--- config.mk ---
export PLATFORM = sky130hd
export DESIGN_NAME = pbfrr_tag_ram
export DESIGN_NICKNAME = d
export VERILOG_FILES = /design/src/per_bank_fifo_round_robin_scheduler_defines.svh /design/src/pbfrr_tag_ram.sv
export SDC_FILE = /design/constraint.sdc
export NUM_CORES = 2
export LEC_CHECK = 0
export BUFFER_PORTS_ARGS = -buffer_cell sky130_fd_sc_hd__buf_4
export CORE_MARGIN = 2
export CORE_UTILIZATION = 25
export DETAILED_ROUTE_END_ITERATION = 10
export GPL_ROUTABILITY_DRIVEN = 0
export PLACE_DENSITY = 0.46
export SLEW_MARGIN = 20
export SYNTH_ARGS = -nofsm -noshare
export SYNTH_HDL_FRONTEND = slang
export SYNTH_SLANG_ARGS = --single-unit
export TNS_END_PERCENT = 20
--- constraint.sdc ---
create_clock -name clock -period 3.4 [get_ports clock]
set_input_delay 0.17 -clock clock [delete_from_list [all_inputs] [get_ports clock]]
set_output_delay 0.17 -clock clock [all_outputs]
set_load 0.1 [all_outputs]
--- src/per_bank_fifo_round_robin_scheduler_defines.svh ---
// Assertion macros shared by the scheduler RTL.
`ifndef PER_BANK_FIFO_ROUND_ROBIN_SCHEDULER_DEFINES_SVH
`define PER_BANK_FIFO_ROUND_ROBIN_SCHEDULER_DEFINES_SVH

// Same-cycle implication.
`define PBFRR_ASSERT_IMPL(name, clk, rst, ante, cons) \
   name: assert property (@(posedge clk) disable iff (rst) (ante) |-> (cons)) \
      else $error("pbfrr same-cycle check failed");

// Next-cycle implication.
`define PBFRR_ASSERT_NEXT(name, clk, rst, ante, cons) \
   name: assert property (@(posedge clk) disable iff (rst) (ante) |=> (cons)) \
      else $error("pbfrr next-cycle check failed");

`endif

--- src/pbfrr_tag_ram.sv ---
// Tag storage for all bank queues: one write port, one registered read port.
module pbfrr_tag_ram #(
   parameter int DEPTH = 128,
   parameter int WIDTH = 32,
   localparam int AW = (DEPTH > 1) ? $clog2(DEPTH) : 1
) (
   input  logic             clock,
   input  logic             wr_en,
   input  logic [AW-1:0]    wr_addr,
   input  logic [WIDTH-1:0] wr_data,
   input  logic             rd_en,
   input  logic [AW-1:0]    rd_addr,
   output logic [WIDTH-1:0] rd_data
);

   logic [WIDTH-1:0] mem [DEPTH];
   logic [WIDTH-1:0] rd_data_ff;

   always_ff @(posedge clock) begin
      if (wr_en) begin
         mem[wr_addr] <= wr_data;
      end
   end

   always_ff @(posedge clock) begin
      if (rd_en) begin
         rd_data_ff <= mem[rd_addr];
      end
   end

   assign rd_data = rd_data_ff;

endmodule

# Word-level counts from Yosys, hierarchy flattened
# Memory sizes are Yosys's and may differ from the RTL's. A register that Yosys moved wholly into a read port is not among the register bits.
# Cells that the tools add are included.
# Widths: inputs -> output; s select.
[op_classes] n_mux=2
[ops] op="$mux 1" count=2
[word_totals] mem_bits_rw=4096 wordCells=3 regBits=0 n_memories=1 output_inout_bits=32
[mem_list] name="mem" depth=128 width=32 rd=1 rd_ports_with_merged_regs=1 wr=1 line_no="pbfrr_tag_ram.sv:16" rtl="logic [WIDTH-1:0] mem [DEPTH];"

# Logic depth before layout (Yosys ltp)
[depth] word_depth=2 depth_mapped=8 ltp_nobuf=4

# Worst setup path before layout
# Ideal clock, no wire load.
[synth_path] path_type="in2reg" from="in wr_en" to="mem mem[98][0] (enable)" setup_ps=461 path_buffers=1 cell_stages=3 slack_ps=-9 t_arrival_ps=2948 t_required_ps=2939 cell_sequence="clkbuf_1 -> nand4_1 -> nor3_1"
[synth_between] elab_chain_len=2
[synth_lines] item="start: declaration" line_no="pbfrr_tag_ram.sv:8" rtl="input logic wr_en,"
[synth_lines] item="$mux 1" line_no="pbfrr_tag_ram.sv:20" rtl="if (wr_en) begin"
[synth_lines] item="$mux 1 (not written as such)" line_no="pbfrr_tag_ram.sv:21" rtl="mem[wr_addr] <= wr_data;"
[synth_lines] item="end: declaration" line_no="pbfrr_tag_ram.sv:16"
# Every way passes these cells.

==> impl_results.md <==
* Num CTS Buffers at 445
* Die height at 795 um
* DRC errors left at 0
* Critical path's slowest cell: mux4_2
* Clk slew on worst S/H paths at 0.06 ns
* CP arrival at 3.92 ns
* WL/cell at ~32 um
* Core area at 624000 um2
* Worst slew pin tran at about 1.1 ns
* Critical path's largest stage delay at 0.62 ns
* Syn Inst Count at roughly 6.0k
* Clock sinks at 4128
* Maximum buffer depth of the clock tree at 4
* Post-synthesis mux area share at 0.196
* Nets at 6815
* Headroom to the max-slew limit at 0.236
* Crit path kind: flip-flop to flip-flop
* Layout cells sized above 1 at 0.379
* Placed cells at 14.6k
* Worst r2r dst: rd_data[18]
* Worst skew pair latency at 1.00 ns
* Non-Filler Instances at 15.5k
* Vias in the first global route at roughly 75k
* All-Layer GR Usage at 0.152
* CTS tree: built
* Worst Hold End: mem[68][14]
* Xor/xnor share of the synthesized area at 0
* Hold path depth at 2
* Yosys warns at 0
* Crit path cell chain: mux4_2 > mux4_2 > mux4_2 > mux2_2 > dlygate4sd3_1
* Area delta synth->final at 20.7%
* First-pass GRT wire length at 662000 um
* RSZ-0062 raised after global routing: false
* Initial antenna violation count at 85
* Ports at slightly above 80
* DR vias at 72.6k
* Largest net degree at the start of global routing at 129
* Final number of max-transition violations at 0
* Net Count, Synth at between 6k and 7k
* H-tree level count at 5
* Synth top area cells: edfxtp_1 79%, mux4_2 19%, clkbuf_1 0.44%
* Dpl cell area at roughly 170000 um2
* Worst-case reg-to-reg path depth at 5
* DR pass1 iterations at 6
* Setup TNS Final at 0 ns
* Seq/Total Area, Yosys at 0.792
* Die ar. at approximately 630000 um2
* Post-synthesis adder-cell area fraction at 0
* Buffers on Ports at 80
* Peak VDD IR at around 0.45 mV
* Leakage Power at 56.9 nW
* CP Launch Type: flip-flop
* Post_cts resized at 0
* Post-synthesis compound-gate area fraction at 0
* Worst Hold Class: input port to flip-flop
* Vias per cell at 4.68
* Final Hold Fails at 0
* Netlist cell types at 16
* Clk_skew at 0.0678 ns
* Status: complete, no violations
* HPWL after DPL at 283000 um
* F_max at 313 MHz
* WL final at between 400000 and 500000 um
* FP Rows at 290
* Power Density at 581 nW/um2
* Setup Viol. Count Final at 0
* Leading area contributor after synthesis: edfxtp_1
* Fin Hold WS at roughly 0.26 ns
* Post-synthesis simple-gate area fraction at 0.00445
* Initial core utilization at 0.251
* Top cell type's share of synthesized area at 0.792
* Reg2Reg Setup Slack at roughly 0.2 ns
* Fin crit share at 0.939
* Core Util, Final at 0.303
* Worst-path fanout max at 1
* Root buffer selected by CTS: clkbuf_16
* Design area at 189000 um2
* 1st-iter DRT viols at 9318
* Hold path start: wr_data[14]
* Mapped Avg Cell Area at 26.1 um2
* Min Tclk post-route at 3.19 ns
* Synth Register Bits at 4128
* GRT overflow at 0
* Largest family of logic cells by synthesized area: multiplexers
* Die W at 795 um
* Most used cell, CP: mux4_2
* Antenna violation net count after detailed routing at 0
* Setup bufs post-CTS at 0
* FF-to-FF Start: mem[118][18]
* Number of max-cap violations at 0
* Crit path required time at 4.13 ns
* Post-Syn Area at between 150000 and 200000 um2
* Crit. End Element: flip-flop
## cell families (layout without fill, tap and decap cells)
logic type	Yosys count	in the layout
buffers and inverters	316	1451
flip-flops	4128	4128
multiplexers	1376	1376
other	0	59
AND/OR/NAND/NOR	170	170
## layout make-up
cell class	count	area, um2
Antenna cell	59	148
Clock buffer	536	11500
Tap cell	8322	10400
Sequential cell	4128	124000
Fill cell	59300	435000
Multi-Input combinational cell	1546	32300
Clock inverter	270	2470
Timing Repair Buffer	645	8220
## placed cells by master (no fill, tap or decap), types with 2 or more instances in the layout
master	n
edfxtp_1	4128
mux4_2	1344
clkbuf_16	448
buf_4	333
buf_12	252
clkinv_1	126
nor2_4	119
clkbuf_1	88
clkinv_2	72
diode_2	59
dlygate4sd3_1	48
bufinv_16	36
mux2_2	32
nand2_1	11
clkinvlp_4	10
nor3_2	9
nand3_1	8
nor2b_1	7
clkinv_16	7
inv_16	7
buf_6	6
inv_6	5
nand3_2	4
clkinv_4	4
nor2_1	3
nand4_1	3
nand2_2	3
clkinv_8	3
buf_16	3
buf_8	3
nand2b_1	2
## per-layer routing
layer | global-route usage | wire length (um) | share of wire | up-vias
li1 | - | - | - | 28100
met1 | 0.201 | 200000 | 0.41 | 41100
met3 | 0.0238 | 33000 | 0.067 | 565
met5 | 0 | 86 | 0.00017 | -
met2 | 0.261 | 247000 | 0.50 | 2841
met4 | 0.0389 | 12400 | 0.025 | 12
## worst max path at each step
stage / from / to / slack (ns) / cells after the start
after floorplan: wr_en / mem[98][0] / -0.009 / 3
after global placement: rd_addr[0] / rd_data[10] / -0.27 / 8
after detailed placement: rd_addr[0] / rd_data[10] / -0.27 / 8
after CTS: mem[118][18] / rd_data[18] / 0.15 / 5
after global routing: mem[118][18] / rd_data[18] / 0.15 / 5
final: mem[118][18] / rd_data[18] / 0.21 / 5
## registers in the layout, indices dropped and copies added, names as in the netlist
| register | count |
|---|---|
| rd_data | 32 |
| mem | 4096 |
## critical path, delay by kind of cell (launching register included)
family / cells / cell delay [ns]
buffers and inverters: 1 / 0.55
multiplexers: 4 / 2.04
flip-flops: 1 / 0.37
## synthesized netlist by cell type
library cell and n:
or3_1 1, nand4_1 3, buf_1 50, clkbuf_1 182, nor2_1 122, nand3_1 12
nand2_1 14, nor2b_1 7, mux2_2 32, mux4_2 1344, buf_6 2, nand2b_1 2
edfxtp_1 4128, buf_2 79, nor3_1 9, buf_4 3
## repair_timing
action / CTS / global route
hold endpoints to repair: 2346 / 0
setup endpoints to repair: 0 / 0
hold buffers: 48 / 0
## report_power, final
group	total, mW	switching (mW)	internal [mW]
combinational	6.46	3.99	2.47
clock	47.0	20.2	26.8
sequential	56.4	0.167	56.3
total	110	24.3	85.6
## per-stage QoR
step	total power [mW]	worst slack (ns)
after global placement	64.0	-0.267
after floorplan	60.4	-0.00866
final	110	0.206
after detailed placement	64.1	-0.271
after CTS	111	0.151
after global routing	113	0.148
(Power assumes the default switching activity.)
