[src/per_bank_fifo_round_robin_scheduler_defines.svh]
// Assertion macros shared by the scheduler RTL.
`ifndef PER_BANK_FIFO_ROUND_ROBIN_SCHEDULER_DEFINES_SVH
`define PER_BANK_FIFO_ROUND_ROBIN_SCHEDULER_DEFINES_SVH

// Same-cycle implication.
`define PBFRR_ASSERT_IMPL(name, clk, rst, ante, cons) \
   name: assert property (@(posedge clk) disable iff (rst) (ante) |-> (cons)) \
      else $error("pbfrr same-cycle check failed");

// Next-cycle implication.
`define PBFRR_ASSERT_NEXT(name, clk, rst, ante, cons) \
   name: assert property (@(posedge clk) disable iff (rst) (ante) |=> (cons)) \
      else $error("pbfrr next-cycle check failed");

`endif

[src/pbfrr_desc_ram.sv]
// Per-bank descriptor memory (head, tail, fill); entries read as zero until written.
module pbfrr_desc_ram #(
   parameter int N_BANKS = 8,
   parameter int WIDTH = 13,
   localparam int AW = (N_BANKS > 1) ? $clog2(N_BANKS) : 1
) (
   input  logic             clock,
   input  logic             reset,
   input  logic             wr_en,
   input  logic [AW-1:0]    wr_addr,
   input  logic [WIDTH-1:0] wr_data,
   input  logic             rd_en,
   input  logic [AW-1:0]    rd_addr,
   output logic [WIDTH-1:0] rd_data
);

   logic [WIDTH-1:0]   mem [N_BANKS];
   logic [WIDTH-1:0]   rd_data_ff;
   logic [N_BANKS-1:0] valid_ff;
   logic               rd_valid_ff;

   always_ff @(posedge clock) begin
      if (wr_en) begin
         mem[wr_addr] <= wr_data;
      end
      if (rd_en) begin
         rd_data_ff <= mem[rd_addr];
      end
   end

   always_ff @(posedge clock) begin
      if (reset) begin
         valid_ff    <= '0;
         rd_valid_ff <= 1'b0;
      end else begin
         if (wr_en) begin
            valid_ff[wr_addr] <= 1'b1;
         end
         if (rd_en) begin
            rd_valid_ff <= valid_ff[rd_addr];
         end
      end
   end

   // never-written bank reads as the reset descriptor
   assign rd_data = rd_valid_ff ? rd_data_ff : '0;

endmodule

[config.mk]
export PLATFORM = sky130hd
export DESIGN_NAME = pbfrr_desc_ram
export DESIGN_NICKNAME = d
export VERILOG_FILES = /design/src/per_bank_fifo_round_robin_scheduler_defines.svh /design/src/pbfrr_desc_ram.sv
export SDC_FILE = /design/constraint.sdc
export NUM_CORES = 1
export LEC_CHECK = 0
export BUFFER_PORTS_ARGS = -buffer_cell sky130_fd_sc_hd__buf_2
export CORE_ASPECT_RATIO = 0.6
export CORE_MARGIN = 2
export CORE_UTILIZATION = 50
export CTS_CLUSTER_SIZE = 25
export DETAILED_ROUTE_END_ITERATION = 10
export GPL_ROUTABILITY_DRIVEN = 0
export PLACE_DENSITY = 0.67
export SLEW_MARGIN = 20
export SYNTH_ARGS = -nofsm -noshare
export SYNTH_HDL_FRONTEND = slang
export SYNTH_SLANG_ARGS = --single-unit
[constraint.sdc]
create_clock -name clock -period 2.9 [get_ports clock]
set_clock_uncertainty 0.05 [all_clocks]
set_input_delay 0.58 -clock clock [delete_from_list [all_inputs] [get_ports clock]]
set_output_delay 0.58 -clock clock [all_outputs]
set_load 0.02 [all_outputs]
* Word-level counts from Yosys, hierarchy flattened
Memories as Yosys holds them, arrays and structs flattened. A register that Yosys moved wholly into a read port is not among the register bits. Cells that the tools add are included.
Cells by class: $lt $le $gt $ge 3, bitwise gates (word level) 1, muxes and demuxes 7, reduce and logical (&&, ||, !) cells 1
Operators by type and width (count):
- $mux 13 | 1
- $lt 3x4->1 const B | 2
- $or 8x8->8 | 1
- $mux 1 | 4
- $bmux 1 s3 | 1
- $demux 1 s3 | 1
- $ge 3x1->1 const B | 1
- $logic_and 1x1->1 | 1
Word-level totals: output and inout port bits 13, bits in writable memories 104, input bits 23, memories 1, flip-flop bits (word level) 9, logic and storage cells 15
Memory list:
- mem | depth 8, bits a word 13, read ports 1, clocked after Yosys merged registers in 1, wr ports 1, line pbfrr_desc_ram.sv:17 | logic [WIDTH-1:0] mem [N_BANKS];

* Logic depth before layout (Yosys ltp)
word-level depth 5, mapped depth 4, gate-level depth less buffers 3

* Worst setup path before layout
Ideal clock, no wire load.
path type input to register, start in wr_addr[2], end mem mem[0][0], enable pin, data required time 2424 ps, setup time 426 ps, buffers on the path 0, setup slack 281 ps, arrival 2143 ps, stages on the path 1, cells stage by stage nor4b_1
RTL lines:
- start: declaration | line pbfrr_desc_ram.sv:10 | input logic [AW-1:0] wr_addr,
- end: declaration | line pbfrr_desc_ram.sv:17
No word-level cell before the write port.

* Final worst setup path
start reg rd_valid_ff, end out rd_data[7]
On the way: cells in the longest elaborated chain, start to end 1
RTL lines:
- start: declaration | line pbfrr_desc_ram.sv:20 | logic rd_valid_ff;
- start signal: assignment | line pbfrr_desc_ram.sv:40 | rd_valid_ff <= valid_ff[rd_addr];
- $mux 13 | line pbfrr_desc_ram.sv:46 | assign rd_data = rd_valid_ff ? rd_data_ff : '0;
- end: declaration | line pbfrr_desc_ram.sv:14 | output logic [WIDTH-1:0] rd_data
No other way between the ends.

==> impl_metrics.sql <==
INSERT INTO impl_metrics (metric_group, metric, value, unit) VALUES
('run_status', 'run_status', 'finished, final reports clean', ''),
('grt', 'global_route.overflow_total', '0', ''),
('place', 'detailed_place_hpwl', '5020', 'um'),
('cts', 'clk-insertion-delay-late', '0.41', 'ns'),
('yosys', 'ys_seq_area_share', '77.4', '%'),
('floorplanning', 'initial_utilization', '51.7', '%'),
('power_and_ir_drop', 'cellLeakagePower', '1.97', 'nW'),
('cts', 'tritoncts', 'built', ''),
('yosys', 'synth.most_common_cell', 'sky130_fd_sc_hd__edfxtp_1', ''),
('floorplanning', 'rows', '27', ''),
('floorplanning', 'die_height', '79.7', 'um'),
('yosys', 'syn_inst_count', '217', ''),
('grt', 'grt_max_degree', '31', ''),
('cts', 'cts_repair_resize_count', '0', ''),
('routing', 'remaining_antenna_violation_count_after_routing', '0', ''),
('routing', 'drt_iter0_markers', '223', ''),
('floorplanning', 'floorplan.io_pins', '36', ''),
('yosys', 'synth.distinct_cells', '19', ''),
('floorplanning', 'core_area', '0.00922', 'mm2'),
('place', 'place_ws', '0.711', 'ns'),
('grt', 'total_global_route_track_usage', '18.9', '%'),
('final_layout', 'post_route_cells_drive_above_1_share', '41.5', '%'),
('final_layout', 'design.final.nets', '294', ''),
('yosys', 'yosysTopAreaCell', 'sky130_fd_sc_hd__edfxtp_1', ''),
('power_and_ir_drop', 'proportion_of_power_drawn_by_flip_flops_and_latches', '50.3', '%'),
('yosys', 'syn_std_cell_area', '0.00477', 'mm2'),
('sta', 'share_of_the_cycle_needed_by_the_critical_path_after_routing', '73.3', '%'),
('job', 'drv_cap', '0', ''),
('setup_path', 'critical_setup_path_class', 'reg -> out', ''),
('yosys', 'synthFlopType', 'sky130_fd_sc_hd__edfxtp_1', ''),
('sta', 'final_ws_setup', '0.775', 'ns'),
('routing', 'drt-pass1-iter-count', '4', ''),
('cts', 'post-cts-setup-buffer-count', '0', ''),
('yosys', 'yosys_register_bits', '126', ''),
('worst_hold_path', 'whs_path_depth', '1', ''),
('power_and_ir_drop', 'ir_drop', '446', 'uV'),
('cts', 'cts.path.max_buffers', '2', ''),
('final_layout', 'stdcell_count', '414', ''),
('place', 'place_inst', '382', ''),
('sta', 'final_max_slew_viol_count', '0', ''),
('power_and_ir_drop', 'power.switching', '0.824', 'mW'),
('grt', 'number_of_antenna_violations_at_the_first_check_in_global_routing', '0', ''),
('power_and_ir_drop', 'clock_power_share', '44.7', '%'),
('final_layout', 'layout.cell_area.non_filler', '0.00571', 'mm2'),
('floorplanning', 'floorplan.die.width', '130', 'um'),
('setup_path', 'critical_path.endpoint_type', 'output pin', ''),
('cts', 'clk_transition_reported_paths', '0.05', 'ns'),
('sta', 'setup_tns', '0', 'ns'),
('final_layout', 'area_growth_synth_to_finish', '19.6', '%'),
('power_and_ir_drop', 'post-layout-total-power', '4.14', 'mW'),
('routing', 'route.final.wire_length', '8690', 'um'),
('place', 'placement.cell_area', '0.00519', 'mm2'),
('setup_path', 'worst-endpoint-arrival', '1.50', 'ns'),
('routing', 'routedWlPerCell', '21.0', 'um'),
('grt', 'via_count_of_the_first_global_routing_pass', '2315', ''),
('cts', 'clock_tree.root_cell', 'sky130_fd_sc_hd__clkbuf_16', ''),
('yosys', 'post_synth_main_area_contributors', 'sky130_fd_sc_hd__edfxtp_1 74%, sky130_fd_sc_hd__mux4_2 13%, sky130_fd_sc_hd__dfxtp_1 3.8%, sky130_fd_sc_hd__mux2_2 3.1%, sky130_fd_sc_hd__and2_1 1.7%', ''),
('power_and_ir_drop', 'combPwrFrac', '5.1', '%'),
('sta', 'report.final.hold_viol_count', '0', ''),
('sta', 'min_period', '2.13', 'ns'),
('sta', 'relSlewSlack', '51.9', '%'),
('setup_path', 'crit_path_start_kind', 'flop', ''),
('cts', 'cts-htree-levels', '4', ''),
('yosys', 'synth_edf_count', '117', ''),
('setup_path', 'reg2regPathDepth', '2', ''),
('final_layout', 'diodes', '0', ''),
('routing', 'drc', '0', ''),
('sta', 'whs', '0.392', 'ns'),
('cts', 'hold_buffers', '0', ''),
('yosys', 'yosysWarningCount', '0', ''),
('place', 'placement.io_buffers', '35', '');
==> layout by cell type, fill, tap and decap left out <==
cell / instances
sky130_fd_sc_hd__nor4bb_4: 2
sky130_fd_sc_hd__clkbuf_16: 17
sky130_fd_sc_hd__a211oi_2: 1
sky130_fd_sc_hd__nor3_2: 1
sky130_fd_sc_hd__and4b_1: 2
sky130_fd_sc_hd__clkinv_2: 7
sky130_fd_sc_hd__buf_4: 8
sky130_fd_sc_hd__and2_1: 13
sky130_fd_sc_hd__clkinv_1: 2
sky130_fd_sc_hd__buf_2: 35
sky130_fd_sc_hd__mux2_2: 13
sky130_fd_sc_hd__nor3b_2: 1
sky130_fd_sc_hd__nor2_1: 12
sky130_fd_sc_hd__nand2_1: 2
sky130_fd_sc_hd__dfxtp_1: 9
sky130_fd_sc_hd__edfxtp_1: 117
sky130_fd_sc_hd__clkbuf_1: 5
sky130_fd_sc_hd__mux2i_1: 4
sky130_fd_sc_hd__nor4b_2: 1
sky130_fd_sc_hd__bufinv_16: 1
sky130_fd_sc_hd__mux4_2: 27
sky130_fd_sc_hd__o21ba_2: 3
sky130_fd_sc_hd__buf_12: 1
==> final timing paths <==
path | to | start | slack (ns)
max | rd_data[7] | rd_valid_ff | 0.77
min | mem[1][11] | wr_data[11] | 0.39
max reg2reg | rd_data_ff[2] | mem[7][2] | 1.45
min reg2reg | valid_ff[0] | valid_ff[0] | 0.42
==> power groups by stage <==
stage / logic [mW] / clock network [mW] / registers, mW
after floorplan: 0.129 / 0 / 2.11
after global placement: 0.207 / 0 / 2.12
after detailed placement: 0.214 / 0 / 2.12
after CTS: 0.215 / 1.89 / 2.08
after global routing: 0.229 / 1.97 / 2.09
final: 0.210 / 1.85 / 2.08
==> per-layer routing <==
| layer | vias up | share of wire, % | global-route usage [%] |
|---|---|---|---|
| met5 | - | 0 | 0 |
| met4 | 0 | 1.2 | 8.39 |
| met3 | 9 | 4.8 | 6.57 |
| met2 | 54 | 47 | 28.0 |
| met1 | 1178 | 47 | 25.6 |
| li1 | 1001 | - | - |
==> final cells by class <==
cell class                 instances  area (um2)
clock buffer                      22         444
timing repair buffer              44         255
clock inverter                    10        72.6
sequential                       126        3690
tap                              130         163
multi-input combinational         82        1080
fill                             672        3520
==> cell families after synthesis <==
kind of cell           after synthesis  synth area share (%)
buffers and inverters                9                 0.944
AOI/OAI and AO/OA                    4                 0.892
and+or+nand+nor                     34                  4.09
muxes                               44                  16.7
DFF                                126                  77.4
==> sequential cells by signal, indices dropped and copies added, names as in the netlist <==
name / flops
rd_valid_ff: 1
mem: 104
valid_ff: 8
rd_data_ff: 13
==> critical path, cell delays in order (launching register included) <==
cell                      delay [ns]
sky130_fd_sc_hd__dfxtp_1        0.69
sky130_fd_sc_hd__and2_1         0.23
sky130_fd_sc_hd__buf_2          0.17
No activity file was read; power rests on OpenSTA's default activity.
