### src/per_bank_fifo_round_robin_scheduler_defines.svh
// Assertion macros shared by the scheduler RTL.
`ifndef PER_BANK_FIFO_ROUND_ROBIN_SCHEDULER_DEFINES_SVH
`define PER_BANK_FIFO_ROUND_ROBIN_SCHEDULER_DEFINES_SVH

// Same-cycle implication.
`define PBFRR_ASSERT_IMPL(name, clk, rst, ante, cons) \
   name: assert property (@(posedge clk) disable iff (rst) (ante) |-> (cons)) \
      else $error("pbfrr same-cycle check failed");

// Next-cycle implication.
`define PBFRR_ASSERT_NEXT(name, clk, rst, ante, cons) \
   name: assert property (@(posedge clk) disable iff (rst) (ante) |=> (cons)) \
      else $error("pbfrr next-cycle check failed");

`endif

### src/pbfrr_pkg.sv
// Types and constants of the per-bank FIFO round-robin scheduler.
package pbfrr_pkg;

   localparam int COUNT_MAX = 31;
   localparam int OCC_MAX   = 255;

   typedef enum logic [1:0] {
      KIND_PUSH     = 2'd0,
      KIND_POP      = 2'd1,
      KIND_COMPLETE = 2'd2,
      KIND_RESCHED  = 2'd3
   } kind_type;

   typedef enum logic [2:0] {
      ST_OK          = 3'd0,
      ST_BANK_FULL   = 3'd1,
      ST_BANK_EMPTY  = 3'd2,
      ST_READY_EMPTY = 3'd3,
      ST_READY_FULL  = 3'd4
   } status_type;

   typedef enum logic [1:0] {
      S_IDLE = 2'd0,
      S_DESC = 2'd1,
      S_TAG  = 2'd2
   } state_type;

   typedef struct packed {
      kind_type    kind;
      logic [2:0]  bank;
      logic [31:0] request_tag;
      logic        bank_busy;
   } req_type;

   typedef struct packed {
      logic [2:0]  next_bank;
      logic        next_bank_valid;
      logic [31:0] head_tag;
      logic        head_valid;
      logic [4:0]  bank_count;
      logic [7:0]  total_occupancy;
      logic        ready_nonempty;
      status_type  status;
   } rsp_type;

   // Ready queue controls from the sequencer.
   typedef struct packed {
      logic rd;     // fetch the bank at the queue head
      logic push;
      logic pop;
   } rq_ctl_type;

endpackage

### src/pbfrr_ready_q.sv
// Ready-bank FIFO: pointer and fill registers around a small memory.
module pbfrr_ready_q #(
   parameter int DEPTH = 16,
   parameter int BANK_W = 3,
   localparam int PW = (DEPTH > 1) ? $clog2(DEPTH) : 1,
   localparam int FW = $clog2(DEPTH + 1)
) (
   input  logic                   clock,
   input  logic                   reset,
   input  pbfrr_pkg::rq_ctl_type  ctl,
   input  logic [BANK_W-1:0]      push_bank,
   output logic [BANK_W-1:0]      head_bank,
   output logic [FW-1:0]          fill
);

   localparam logic [PW-1:0] LAST = PW'(DEPTH - 1);

   logic [BANK_W-1:0] mem [DEPTH];
   logic [BANK_W-1:0] head_bank_ff;
   logic [PW-1:0]     head_ff, head_in;
   logic [PW-1:0]     tail_ff, tail_in;
   logic [FW-1:0]     fill_ff, fill_in;

   always_comb begin
      head_in = head_ff;
      tail_in = tail_ff;
      fill_in = fill_ff;
      if (ctl.push) begin
         tail_in = (tail_ff == LAST) ? '0 : tail_ff + 1'b1;
         fill_in = fill_ff + 1'b1;
      end else if (ctl.pop) begin
         head_in = (head_ff == LAST) ? '0 : head_ff + 1'b1;
         fill_in = fill_ff - 1'b1;
      end
   end

   always_ff @(posedge clock) begin
      if (reset) begin
         head_ff <= '0;
         tail_ff <= '0;
         fill_ff <= '0;
      end else begin
         head_ff <= head_in;
         tail_ff <= tail_in;
         fill_ff <= fill_in;
      end
   end

   always_ff @(posedge clock) begin
      if (ctl.push) begin
         mem[tail_ff] <= push_bank;
      end
      if (ctl.rd) begin
         head_bank_ff <= mem[head_ff];
      end
   end

   assign head_bank = head_bank_ff;
   assign fill      = fill_ff;

endmodule

### config.mk
export PLATFORM = sky130hd
export DESIGN_NAME = pbfrr_ready_q
export DESIGN_NICKNAME = d
export VERILOG_FILES = /design/src/per_bank_fifo_round_robin_scheduler_defines.svh /design/src/pbfrr_pkg.sv /design/src/pbfrr_ready_q.sv
export SDC_FILE = /design/constraint.sdc
export NUM_CORES = 1
export LEC_CHECK = 0
export BUFFER_PORTS_ARGS = -buffer_cell sky130_fd_sc_hd__buf_2
export CAP_MARGIN = 20
export CORE_MARGIN = 2
export CORE_UTILIZATION = 28
export DETAILED_ROUTE_END_ITERATION = 10
export SLEW_MARGIN = 15
export SYNTH_ARGS = -nofsm -noshare
export SYNTH_HDL_FRONTEND = slang
export SYNTH_SLANG_ARGS = --single-unit
### constraint.sdc
create_clock -name clock -period 4.1 [get_ports clock]
set_input_delay 0.205 -clock clock [delete_from_list [all_inputs] [get_ports clock]]
set_output_delay 0.205 -clock clock [all_outputs]
set_load 0.02 [all_outputs]
**After elaboration in Yosys (flattened, before gate mapping)**

Memory sizes are Yosys's and may differ from the RTL's. A register that Yosys moved wholly into a read port is not among the register bits.
Cells that the tools add are included.

- Divide/modulo/power cells: 0
- Multiplexer cells: 6
- Shift-type cells: 0
- Bitwise logic cells: 1
- Equal/unequal tests: 2
- Reductions and logical operators: 2
- $mul: 0
- Add/subtract/negate cells: 4
- Magnitude comparators: 0

Operators by type and width:

| operator | number |
|---|---|
| two-way mux 5 bit | 2 |
| adder 4 x 1 -> 4 bit, second input constant | 2 |
| == test 4 bit, second input constant | 2 |
| two-way mux 4 bit | 2 |
| adder 5 x 1 -> 5 bit, second input constant | 1 |
| subtractor 5 x 1 -> 5 bit, second input constant | 1 |
| two-way mux 1 bit | 2 |
| AND reduction 2 bit | 1 |
| nonzero test 2 bit | 1 |
| NOT 1 bit | 1 |

- Bits in read-only memories: 0
- Bits in writable memories: 48
- Output and inout port bits: 8
- Logic and storage cells: 19
- Memories kept: 1
- Latch bits: 0
- Input bits: 8
- Register bits: 13

Memory list:

| name | depth | bits a word | read ports | clocked after memory_dff | write ports | RTL line | text |
|---|---|---|---|---|---|---|---|
| mem | 16 | 3 | 1 | 1 | 1 | pbfrr_ready_q.sv:18 | `logic [BANK_W-1:0] mem [DEPTH];` |

**Logic depth before layout (Yosys ltp)**

Gate-level depths: netlist of run 1.

- Depth after elaboration: 3
- Gate-level depth with buffers: 7

**Least setup slack after synthesis of run 1**

OpenSTA, ideal clock, no wires.

- Kind: input-to-reg
- Start point: input ctl[1] in the netlist's numbering
- End point: register fill_ff[3], in the netlist fill[3]
- Required time: 3.978 ns
- Setup time: 0.122 ns
- Data arrival time: 1.483 ns
- Setup slack: 2.495 ns
- Cell stages on the path: 7
- Path through: buf_2 inv_1 ha_1 a21o_1 a21oi_1 nor4_1 a311o_1

- Word-level cells in the longest chain between the ends: 1
- Elaborated cells between the ends (all ways): 2
- Classes of those cells: mux: 1; reduce/logical: 1

RTL lines:

| element | RTL line | text |
|---|---|---|
| from (decl) | pbfrr_ready_q.sv:10 | `input pbfrr_pkg::rq_ctl_type ctl,` |
| two-way mux 5 bit / nonzero test 2 bit (equally long branches) | n/a |  |
| to (signal assigned) | pbfrr_ready_q.sv:45 | `fill_ff <= fill_in;` |
| to (decl) | pbfrr_ready_q.sv:22 | `logic [FW-1:0] fill_ff, fill_in;` |

Several ways; a longest one is shown, not always the timed one.
A chain may end at the register's enable or synchronous reset.

==> Implementation_results.wiki, run 1 <==
{| class="wikitable"
! Metric !! Value
|-
| Most used flip-flop cell after synthesis || edfxtp_1
|-
| Antenna violations before repair || 0
|-
| Die area || around 11000 µm²
|-
| Setup repair after global routing missed its margin || false
|-
| DR vias/cell || ~4.5
|-
| Source of the worst hold timing path || ctl[2]
|-
| Maximum resistive drop on vdd || ~0.15 mV
|-
| Post-CTS Repair Setup Buffers || 0
|-
| Die width || 104 µm
|-
| Power Density || 445 nW/µm²
|-
| Die height || approximately 100 µm
|-
| Required @ worst endpoint || roughly 4.2 ns
|-
| Critical R2R Launch || head_ff[0]$_SDFFE_PP0P_
|-
| Std-Cell Rows || 36
|-
| DRC viols || 0
|-
| Maximum clock insertion buffer count || 2
|-
| Nature of the critical path startpoint || flip-flop
|-
| Fraction of synthesized cell area taken by the top area cell type || roughly 55%
|-
| Initial Util || 28.7%
|-
| Met1 layer wirelength in the final routing || ~2300 µm
|-
| Num CTS Buffers || 9
|-
| Worst Path Max Fanout || 17
|-
| Count of yosys warnings during synthesis || 0
|-
| Half-perimeter wire length after detailed placement || between 3000 and 4000 µm
|-
| Total leakage power || 1.14 nW
|-
| Most frequent standard cell in the layout excluding fill and tap cells || edfxtp_1
|-
| Power Total || between 1 and 1.5 mW
|-
| Finished Cell Area || 3190 µm²
|-
| Post-synth ARST share || 0%
|-
| Layout net count || 219
|-
| GP Congestion || ~0.72
|-
| Clk sink count || 64
|-
| Worst Path Class, Setup || reg -> reg
|-
| Post-route minimum period || about 2.0 ns
|-
| Root Driver || clkbuf_8
|-
| Max-slew violations || 0
|-
| Number of synthesized flops with an enable pin || just over 50
|-
| Arrival time worst endpoint || about 2.1 ns
|-
| Final setup fails || 0
|-
| Most used cells in the layout excluding fill and tap cells || edfxtp_1, and2_1, buf_2
|-
| Achievable frequency || around 0.49 GHz
|-
| Routed vias || approximately 1500
|-
| Router iterations before antenna repair || 4
|-
| Number of resized instances in the post-cts repair step || 0
|-
| Main area contributors after synthesis || edfxtp_1, mux4_1, dfxtp_1
|-
| Number of global-route vias before repair || approximately 1600
|-
| Routed length on met3 || 245 µm
|-
| Post-synth design cell area || 2790 µm²
|-
| Count of final hold-check violations || 0
|-
| Detail Route Antenna Nets || 0
|-
| Non-filler cells, final || 339
|-
| Highest routing layer actually used || met4
|-
| Number of buffers added to fix hold violations after cts || 0
|-
| Relative area change from synthesis to final layout || 14.3%
|-
| Proportion of synthesized chip area in sequential cells || between 60% and 70%
|-
| Clock H-tree levels || 3
|-
| Slew Limit Headroom || 48.0%
|-
| Num ports || 16
|-
| Worst setup skew after layout || ~0.0096 ns
|-
| Global router's overall resource usage || 10.0%
|-
| Syn avg cell area || roughly 15 µm²
|-
| Max-cap check violation count || 0
|-
| CTS tree || done
|-
| Maximum number of pins on one net before global-route repair || 18
|-
| Gate count of the mapped netlist || 182
|-
| Met2 Wirelength || approximately 2400 µm
|-
| Dominant cell type by area after synthesis || edfxtp_1
|-
| Setup total negative slack || 0 ns
|-
| Register bit count reported by yosys || between 60 and 70
|-
| Worst skew pair latency || 0.34 ns
|-
| Wirelength per Cell || approximately 15 µm
|-
| Area after DPL || between 2000 and 3000 µm²
|-
| Launch point of the critical path || head_ff[0]$_SDFFE_PP0P_
|-
| Crit end category || flip-flop
|-
| First-iteration detailed-routing DRC count || 140
|-
| Count of distinct cell types in the synthesized netlist || 33
|-
| Mapped Nets || between 150 and 200
|-
| Layout cell share with drive strength beyond 1 || 13.1%
|-
| Global-route congestion overflow total || 0
|-
| Slew @ Worst Pin || 0.780 ns
|-
| Run status || finished, final reports clean
|-
| Number of buffers inserted by port buffering || 15
|-
| Fraction of the cycle the final worst path needs || approximately 50%
|-
| Ant. Diodes || 0
|-
| Clock transition at the register clock pins on the worst setup and hold paths after CTS || about 0.070 ns
|-
| Wirelength, routed || about 5000 µm
|-
| Placed Cells || between 300 and 400
|-
| First-pass GRT wire length || 8340 µm
|-
| Core region area || around 10000 µm²
|-
| Worst hold slack || approximately 0.098 ns
|-
| Classification of the worst-slack hold path || in -> reg
|}
-- worst paths after layout --
check / to / slack (ns) / cells past startpoint
min reg2reg: fill[1]$_SDFFE_PP0P_ / 0.52 / 2
max reg2reg: head_bank[1]$_DFFE_PP_ / 2.05 / 3
min: head_bank[2]$_DFFE_PP_ / 0.1 / 1
max: head_bank[1]$_DFFE_PP_ / 2.05 / 3
-- flip-flops by register name, indices dropped and copies added (netlist names) --
register	cells
tail_ff	4
head_bank	3
head_ff	4
mem	48
fill	5
-- power by group --
group | internal (mW) | switching, mW
registers | 0.720 | 0.0186
logic | 0.0529 | 0.0691
clock network | 0.334 | 0.225
-- worst max-delay path, stage by stage, from the launching register on --
cell	delay (ns)
dfxtp_1	0.83
mux4_1	0.64
a22oi_1	0.23
nand2_1	0.09
-- per-layer routing --
layer  vias up  GRT usage [%]
li1        741              -
met4         0           4.34
met2        34           15.6
met1       748           12.7
met5         -              0
met3        10           3.59
-- final cells by class --
type | count | area, µm²
fill | 966 | 6540
sequential | 64 | 1790
multi-input combinational | 108 | 941
tap | 133 | 166
clock buffer | 10 | 128
timing repair buffer | 15 | 75.1
clock inverter | 5 | 72.6
inverter | 4 | 15.0
-- through the flow --
stage / setup WS, ns / util, %
2_1_floorplan: 2.50 / -
3_3_place_gp: 2.08 / 30.7
3_5_place_dp: 2.03 / 30.7
4_1_cts: 2.02 / 32.8
5_1_grt: 1.94 / 32.8
6_report: 2.05 / 32.8
-- cells in the mapped netlist, types with 3 or more instances --
cell type,number
a21oi_1,9
dfxtp_1,13
o21ai_0,3
xor2_1,3
inv_1,4
a21o_1,3
nand2_1,14
and2_1,17
edfxtp_1,51
nor2_1,12
nor2b_1,3
ha_1,8
a22oi_1,6
mux4_1,12
-- cell families after synthesis --
family | count (synthesis) | share of synthesized area, %
simple gates | 55 | 10.1
compound gates | 27 | 6.41
xor+xnor | 4 | 1.26
fa+ha+maj | 9 | 4.30
mux | 13 | 11.7
flops | 64 | 64.2
buf+inv | 10 | 2.11
Power figures use the tool's default switching activity.
==> run 2, diff against run 1 <==
clock period = 1.83 ns   (was 4.1 ns; I/O delays follow)
==> run 2 against run 1 <==
  * Die area unchanged
  * Sequential share of layout area down 1.3 points
  * Sequential power up 120%
  * Via count down 0.85%
  * Global-route usage down 0.25 points
  * Worst setup slack worse by 1.9 ns
  * Core utilization up 0.82 points
  * Final area up 2.5%
  * Critical endpoint unchanged
==> Implementation_results.wiki, run 2 (same netlist as run 1, synthesis figures left out) <==
{| class="wikitable"
! Metric !! Value
|-
| Wirelength, routed || 4930 µm (was 4990 µm)
|-
| Initial Util || 28.7% (unchanged)
|-
| Source of the worst hold timing path || ctl[0] (was ctl[2])
|-
| Setup repair after global routing missed its margin || false (unchanged)
|-
| CTS tree || done (unchanged)
|-
| Met2 Wirelength || 2330 µm (was 2380 µm)
|-
| Most used cells in the layout excluding fill and tap cells || edfxtp_1, and2_1, buf_2 (unchanged)
|-
| Most frequent standard cell in the layout excluding fill and tap cells || edfxtp_1 (unchanged)
|-
| Maximum clock insertion buffer count || 2 (unchanged)
|-
| Maximum number of pins on one net before global-route repair || 18 (unchanged)
|-
| Worst Path Max Fanout || 15 (was 17)
|-
| Global-route congestion overflow total || 0 (unchanged)
|-
| Global router's overall resource usage || 9.79% (was 10.0%)
|-
| Biggest cell delay along the critical path || 0.57 ns (was 0.83 ns)
|-
| Slew @ Worst Pin || 0.482 ns (was 0.780 ns)
|-
| Die area || 10800 µm² (unchanged)
|-
| Number of flip-flops in the largest register || 48 (unchanged)
|-
| Count of final hold-check violations || 0 (unchanged)
|-
| First-pass GRT wire length || 8140 µm (was 8340 µm)
|-
| Critical-path cell list || buf_12, mux4_1, a22oi_1, nand2_1 (was mux4_1, a22oi_1, nand2_1)
|-
| DR vias/cell || 4.39 (was 4.52)
|-
| Critical Path Slowest Stage Cell || mux4_1 (was dfxtp_1)
|-
| Worst hold slack || 0.0880 ns (was 0.0983 ns)
|-
| GP Congestion || 0.717 (was 0.715)
|-
| Register-to-Register Setup Slack || 0.16 ns (was 2.05 ns)
|-
| Layout cell share with drive strength beyond 1 || 16.9% (was 13.1%)
|-
| Worst Path Class, Setup || reg -> reg (unchanged)
|-
| Final setup fails || 0 (unchanged)
|-
| Die width || 104 µm (unchanged)
|-
| Root Driver || clkbuf_8 (unchanged)
|-
| Total leakage power || 1.18 nW (was 1.14 nW)
|-
| Antenna violations before repair || 0 (unchanged)
|-
| Reg-to-reg critical path endpoint || head_bank[1]$_DFFE_PP_ (unchanged)
|-
| Clock H-tree levels || 3 (unchanged)
|-
| Die height || 104 µm (unchanged)
|-
| Run status || finished, final reports clean (unchanged)
|-
| Ant. Diodes || 0 (unchanged)
|-
| Number of cells on the worst reg-to-reg path || 4 (was 3)
|-
| Std-Cell Rows || 36 (unchanged)
|-
| Number of buffers inserted by port buffering || 15 (unchanged)
|-
| Number of inserted filler cells in the final layout || 963 (was 966)
|-
| Setup total negative slack || 0 ns (unchanged)
|-
| Hold-critical path endpoint || fill[1]$_SDFFE_PP0P_ (was head_bank[2]$_DFFE_PP_)
|-
| Met1 layer wirelength in the final routing || 2240 µm (was 2280 µm)
|-
| Layout net count || 225 (was 219)
|-
| Core region area || 9730 µm² (unchanged)
|-
| Number of global-route vias before repair || 1579 (was 1597)
|-
| Critical R2R Launch || head_ff[0]$_SDFFE_PP0P_ (unchanged)
|-
| Crit end category || flip-flop (unchanged)
|-
| DRC viols || 0 (unchanged)
|-
| Relative area change from synthesis to final layout || 17.1% (was 14.3%)
|-
| Worst skew pair latency || 0.34 ns (about the same)
|-
| Worst Hold Path Cells || 3 (was 1)
|-
| Routed length on met3 || 284 µm (was 245 µm)
|-
| Achievable frequency || 0.600 GHz (was 0.488 GHz)
|-
| Num ports || 16 (unchanged)
|-
| Register with the highest flop count || mem (unchanged)
|-
| Post-CTS Repair Setup Buffers || 0 (unchanged)
|-
| Required @ worst endpoint || 1.92 ns (was 4.19 ns)
|-
| Routed vias || 1520 (was 1533)
|-
| Router iterations before antenna repair || 4 (unchanged)
|-
| Classification of the worst-slack hold path || in -> reg (unchanged)
|-
| Nature of the critical path startpoint || flip-flop (unchanged)
|-
| Clock transition at the register clock pins on the worst setup and hold paths after CTS || 0.07 ns (about the same)
|-
| Maximum resistive drop on vdd || 0.395 mV (was 0.150 mV)
|-
| Fraction of the cycle the final worst path needs || 91.1% (was 49.9%)
|-
| Worst setup skew after layout || 0.00597 ns (was 0.00959 ns)
|-
| Detail Route Antenna Nets || 0 (unchanged)
|-
| Power Density || 996 nW/µm² (was 445 nW/µm²)
|-
| Arrival time worst endpoint || 1.76 ns (was 2.13 ns)
|-
| Num CTS Buffers || 9 (unchanged)
|-
| Post-route minimum period || 1.67 ns (was 2.05 ns)
|-
| Max-cap check violation count || 0 (unchanged)
|-
| Highest routing layer actually used || met4 (unchanged)
|-
| Slew Limit Headroom || 67.8% (was 48.0%)
|-
| Max-slew violations || 0 (unchanged)
|-
| Clk sink count || 64 (unchanged)
|-
| Half-perimeter wire length after detailed placement || 3440 µm (was 3490 µm)
|-
| Wirelength per Cell || 14.2 µm (was 14.7 µm)
|-
| First-iteration detailed-routing DRC count || 59 (was 140)
|}
run 2: cell types whose count changed in the layout (fill, tap and decap cells not counted), sizes merged:
| cell | delta |
|---|---|
| clkinv | +1 |
| dlygate4sd3 | +1 |
| buf | +5 |
| clkbuf | -1 |
| inv | +1 |
run 2: final cells by class:
cell class,count,area [µm²],area share [%]
Clock buffer,9,124,3.79
Multi-Input combinational cell,108,941,28.8
Inverter,4,15.0,0.459
Timing Repair Buffer,21,135,4.13
Sequential cell,64,1790,54.8
Clock inverter,7,95.1,2.91
Tap cell,133,166,5.09
run 2: critical path: cells and delay by family, from the launching register on:
kind / cells / cell delay [ns]
buf+inv: 1 / 0.16
mux: 1 / 0.57
flops: 1 / 0.38
simple gates: 1 / 0.08
compound gates: 1 / 0.22
run 2: per-stage QoR:
step / power (mW) / setup slack, ns / util [%] / instances / instance area, µm²
after floorplan: 1.88 / 0.242 / - / 182 / 2790
after global placement: 1.97 / 0.149 / 31.2 / 329 / 3040
after detailed placement: 1.97 / 0.0751 / 31.2 / 329 / 3040
after CTS: 3.30 / 0.0579 / 33.6 / 346 / 3270
after global routing: 3.40 / 0.0358 / 33.6 / 346 / 3270
final: 3.26 / 0.162 / 33.6 / 346 / 3270
run 2: worst max path at each step:
stage,startpoint,endpoint,slack (ns),cells past startpoint
floorplan,head_ff[0]$_SDFFE_PP0P_,head_bank[1]$_DFFE_PP_,0.24,5
global placement,head_ff[0]$_SDFFE_PP0P_,head_bank[1]$_DFFE_PP_,0.15,4
detailed placement,head_ff[0]$_SDFFE_PP0P_,head_bank[1]$_DFFE_PP_,0.08,4
CTS,head_ff[0]$_SDFFE_PP0P_,head_bank[1]$_DFFE_PP_,0.06,4
global route,head_ff[0]$_SDFFE_PP0P_,head_bank[1]$_DFFE_PP_,0.04,4
finish,head_ff[0]$_SDFFE_PP0P_,head_bank[1]$_DFFE_PP_,0.16,4
run 2: where the power goes:
group	total [mW]	internal, mW	switching (mW)
Combinational	0.294	0.130	0.164
Clock	1.32	0.768	0.550
Sequential	1.65	1.61	0.0317
run 2: metal layers:
| layer | vias up | global-route usage [%] |
|---|---|---|
| li1 | 754 | - |
| met1 | 712 | 12.1 |
| met2 | 43 | 15.7 |
| met3 | 11 | 3.46 |
| met4 | 0 | 3.76 |
| met5 | - | 0 |
run 2: timing repair:
| item | in CTS | in global routing |
|---|---|---|
| resized for setup | 0 | 1 |
| hold buffers | 1 | 0 |
| endpoints found under the hold margin | 3 | 0 |
| endpoints found under the setup margin | 0 | 1 |
==> run 3, diff against run 2 <==
CORE_UTILIZATION = 54   (was 28)
PLACE_DENSITY = 0.75   (was unset)
==> run 3 against run 2 <==
  * Final cell count is 19% lower
  * Total power down 6.8%
  * Non-clock buffer count shrank 3
  * Global-route usage rose by 9.5 points
  * Fmax down 0.78%
  * Via count rose by 2.6%
  * Clock power fell by 17%
  * Die area decreased by 47%
  * Flip-flop and latch count unchanged
  * Worst hold slack gained 0.043 ns
  * First-iteration DRC count rose to 2.8 times the previous value
  * Register-to-register slack about the same
==> Implementation_results.wiki, run 3 (same netlist as run 1, synthesis figures left out) <==
{| class="wikitable"
! Metric !! Value
|-
| Std-Cell Rows || 26 (was 36)
|-
| Post-CTS Repair Setup Buffers || 0 (unchanged)
|-
| DR vias/cell || 5.57 (was 4.39)
|-
| Detail Route Antenna Nets || 0 (unchanged)
|-
| Classification of the worst-slack hold path || in -> reg (unchanged)
|-
| Biggest cell delay along the critical path || 0.59 ns (was 0.57 ns)
|-
| First-pass GRT wire length || 7760 µm (was 8140 µm)
|-
| Die width || 75.9 µm (was 104 µm)
|-
| Global router's overall resource usage || 19.3% (was 9.79%)
|-
| Initial Util || 55.4% (was 28.7%)
|-
| Most frequent standard cell in the layout excluding fill and tap cells || edfxtp_1 (unchanged)
|-
| Worst Path Max Fanout || 17 (was 15)
|-
| Nature of the critical path startpoint || flip-flop (unchanged)
|-
| Register-to-Register Setup Slack || 0.15 ns (was 0.16 ns)
|-
| Worst setup skew after layout || 0.00637 ns (was 0.00597 ns)
|-
| Source of the worst hold timing path || reset (was ctl[0])
|-
| Setup total negative slack || 0 ns (unchanged)
|-
| Num ports || 16 (unchanged)
|-
| Antenna violations before repair || 0 (unchanged)
|-
| Critical R2R Launch || head_ff[0]$_SDFFE_PP0P_ (unchanged)
|-
| Num CTS Buffers || 9 (unchanged)
|-
| Final setup fails || 0 (unchanged)
|-
| Hold-critical path endpoint || tail_ff[2]$_SDFFE_PP0P_ (was fill[1]$_SDFFE_PP0P_)
|-
| Register with the highest flop count || mem (unchanged)
|-
| GP Congestion || 0.773 (was 0.717)
|-
| Most used cells in the layout excluding fill and tap cells || edfxtp_1, and2_1, buf_2 (unchanged)
|-
| Wirelength per Cell || 17.1 µm (was 14.2 µm)
|-
| Maximum number of pins on one net before global-route repair || 18 (unchanged)
|-
| Layout net count || 222 (was 225)
|-
| Global-route congestion overflow total || 0 (unchanged)
|-
| Die area || 5760 µm² (was 10800 µm²)
|-
| Maximum clock insertion buffer count || 2 (unchanged)
|-
| Root Driver || clkbuf_8 (unchanged)
|-
| Number of cells on the worst reg-to-reg path || 4 (unchanged)
|-
| Number of flip-flops in the largest register || 48 (unchanged)
|-
| Worst skew pair latency || 0.32 ns (was 0.34 ns)
|-
| Total buffers and inverters traversed by the critical path || 1 (unchanged)
|-
| Reg-to-reg critical path endpoint || head_bank[0]$_DFFE_PP_ (was head_bank[1]$_DFFE_PP_)
|-
| Clock transition at the register clock pins on the worst setup and hold paths after CTS || 0.07 ns (about the same)
|-
| Relative area change from synthesis to final layout || 12.0% (was 17.1%)
|-
| Worst Hold Path Cells || 2 (was 3)
|-
| Clk sink count || 64 (unchanged)
|-
| Required @ worst endpoint || 1.91 ns (was 1.92 ns)
|-
| Post-route minimum period || 1.68 ns (was 1.67 ns)
|-
| Layout cell share with drive strength beyond 1 || 13.3% (was 16.9%)
|-
| Number of resized instances in the post-cts repair step || 0 (unchanged)
|-
| Fraction of the cycle the final worst path needs || 91.9% (was 91.1%)
|-
| Achievable frequency || 0.595 GHz (was 0.600 GHz)
|-
| Setup repair after global routing missed its margin || false (unchanged)
|-
| Clock H-tree levels || 3 (unchanged)
|-
| Routed vias || 1559 (was 1520)
|-
| Power Density || 971 nW/µm² (was 996 nW/µm²)
|-
| Router iterations before antenna repair || 4 (unchanged)
|-
| Half-perimeter wire length after detailed placement || 3360 µm (was 3440 µm)
|-
| Crit end category || flip-flop (unchanged)
|-
| Arrival time worst endpoint || 1.76 ns (about the same)
|-
| Worst Path Class, Setup || reg -> reg (unchanged)
|-
| Critical Path Slowest Stage Cell || mux4_1 (unchanged)
|-
| Setup slack of the critical path after layout || 0.149 ns (was 0.162 ns)
|-
| Max-slew violations || 0 (unchanged)
|-
| Maximum resistive drop on vdd || 0.489 mV (was 0.395 mV)
|-
| Worst setup slack before clock tree synthesis || 0.0751 ns (about the same)
|-
| First-iteration detailed-routing DRC count || 166 (was 59)
|-
| CTS tree || done (unchanged)
|-
| Ant. Diodes || 0 (unchanged)
|-
| Count of final hold-check violations || 0 (unchanged)
|-
| Die height || 75.9 µm (was 104 µm)
|-
| Run status || finished, final reports clean (unchanged)
|-
| Total leakage power || 1.15 nW (was 1.18 nW)
|-
| Number of buffers inserted by port buffering || 15 (unchanged)
|-
| Cell family with the largest share of critical-path delay || multiplexers (unchanged)
|-
| Number of global-route vias before repair || 1575 (was 1579)
|-
| Max-cap check violation count || 0 (unchanged)
|-
| Slew @ Worst Pin || 0.477 ns (was 0.482 ns)
|-
| Core region area || 5040 µm² (was 9730 µm²)
|-
| Slew Limit Headroom || 68.1% (was 67.8%)
|-
| Wirelength, routed || 4780 µm (was 4930 µm)
|-
| DRC viols || 0 (unchanged)
|-
| Critical-path cell list || buf_12, mux4_1, a22oi_1, nand2_1 (unchanged)
|}
run 3: worst max path at each step:
stage	end	cells after the start	slack, ns	startpoint
global route	head_bank[0]$_DFFE_PP_	4	0.08	head_ff[0]$_SDFFE_PP0P_
finish	head_bank[0]$_DFFE_PP_	4	0.15	head_ff[0]$_SDFFE_PP0P_
CTS	head_bank[0]$_DFFE_PP_	4	0.14	head_ff[0]$_SDFFE_PP0P_
detailed placement	fill[3]$_SDFFE_PP0P_	7	0.08	ctl[1]
floorplan	head_bank[1]$_DFFE_PP_	5	0.24	head_ff[0]$_SDFFE_PP0P_
global placement	head_bank[0]$_DFFE_PP_	4	0.19	head_ff[0]$_SDFFE_PP0P_
run 3: layout make-up:
class                           count  area (µm²)
Clock buffer                       10         128
Clock inverter                      6        50.0
Fill cell                         374        1920
Inverter                            4        15.0
Multi-Input combinational cell    108         941
Sequential cell                    64        1790
Tap cell                           70        87.6
Timing Repair Buffer               18         113
run 3: worst register-to-register path, delay by kind of cell (launching register included):
kind | cells | cell delay (ns)
buffers and inverters | 1 | 0.17
muxes | 1 | 0.60
DFF | 1 | 0.37
AOI/OAI and AO/OA | 1 | 0.22
and+or+nand+nor | 1 | 0.08
run 3: timing repair:
action | in CTS | in global routing
hold buffers | 1 | 0
setup endpoints to repair | 0 | 0
hold endpoints to repair | 3 | 0
run 3: routing by layer:
layer | vias up | routed length, µm | GRT usage [%]
met5 | - | 0 | 0
met4 | 0 | 70 | 9.36
met3 | 6 | 227 | 7.01
met2 | 44 | 2360 | 28.5
met1 | 763 | 2120 | 25.5
li1 | 746 | - | -
run 3: through the flow:
step / power [mW] / std cells / area (µm²) / utilization (%) / hold slack, ns
after CTS: 3.06 / 280 / 3130 / 62.0 / 0.116
after global placement: 1.95 / 263 / 2940 / 58.3 / 0.331
after detailed placement: 1.97 / 263 / 2940 / 58.3 / 0.338
final: 3.04 / 280 / 3130 / 62.0 / 0.131
after floorplan: 1.88 / 182 / 2790 / - / 0.190
after global routing: 3.17 / 280 / 3130 / 62.0 / 0.143
run 3: power breakdown:
part | switching (mW) | leakage (nW) | internal, mW
registers | 0.0304 | 0.570 | 1.61
clock network | 0.486 | 0.0902 | 0.609
logic | 0.170 | 0.486 | 0.127
total | 0.686 | 1.15 | 2.35
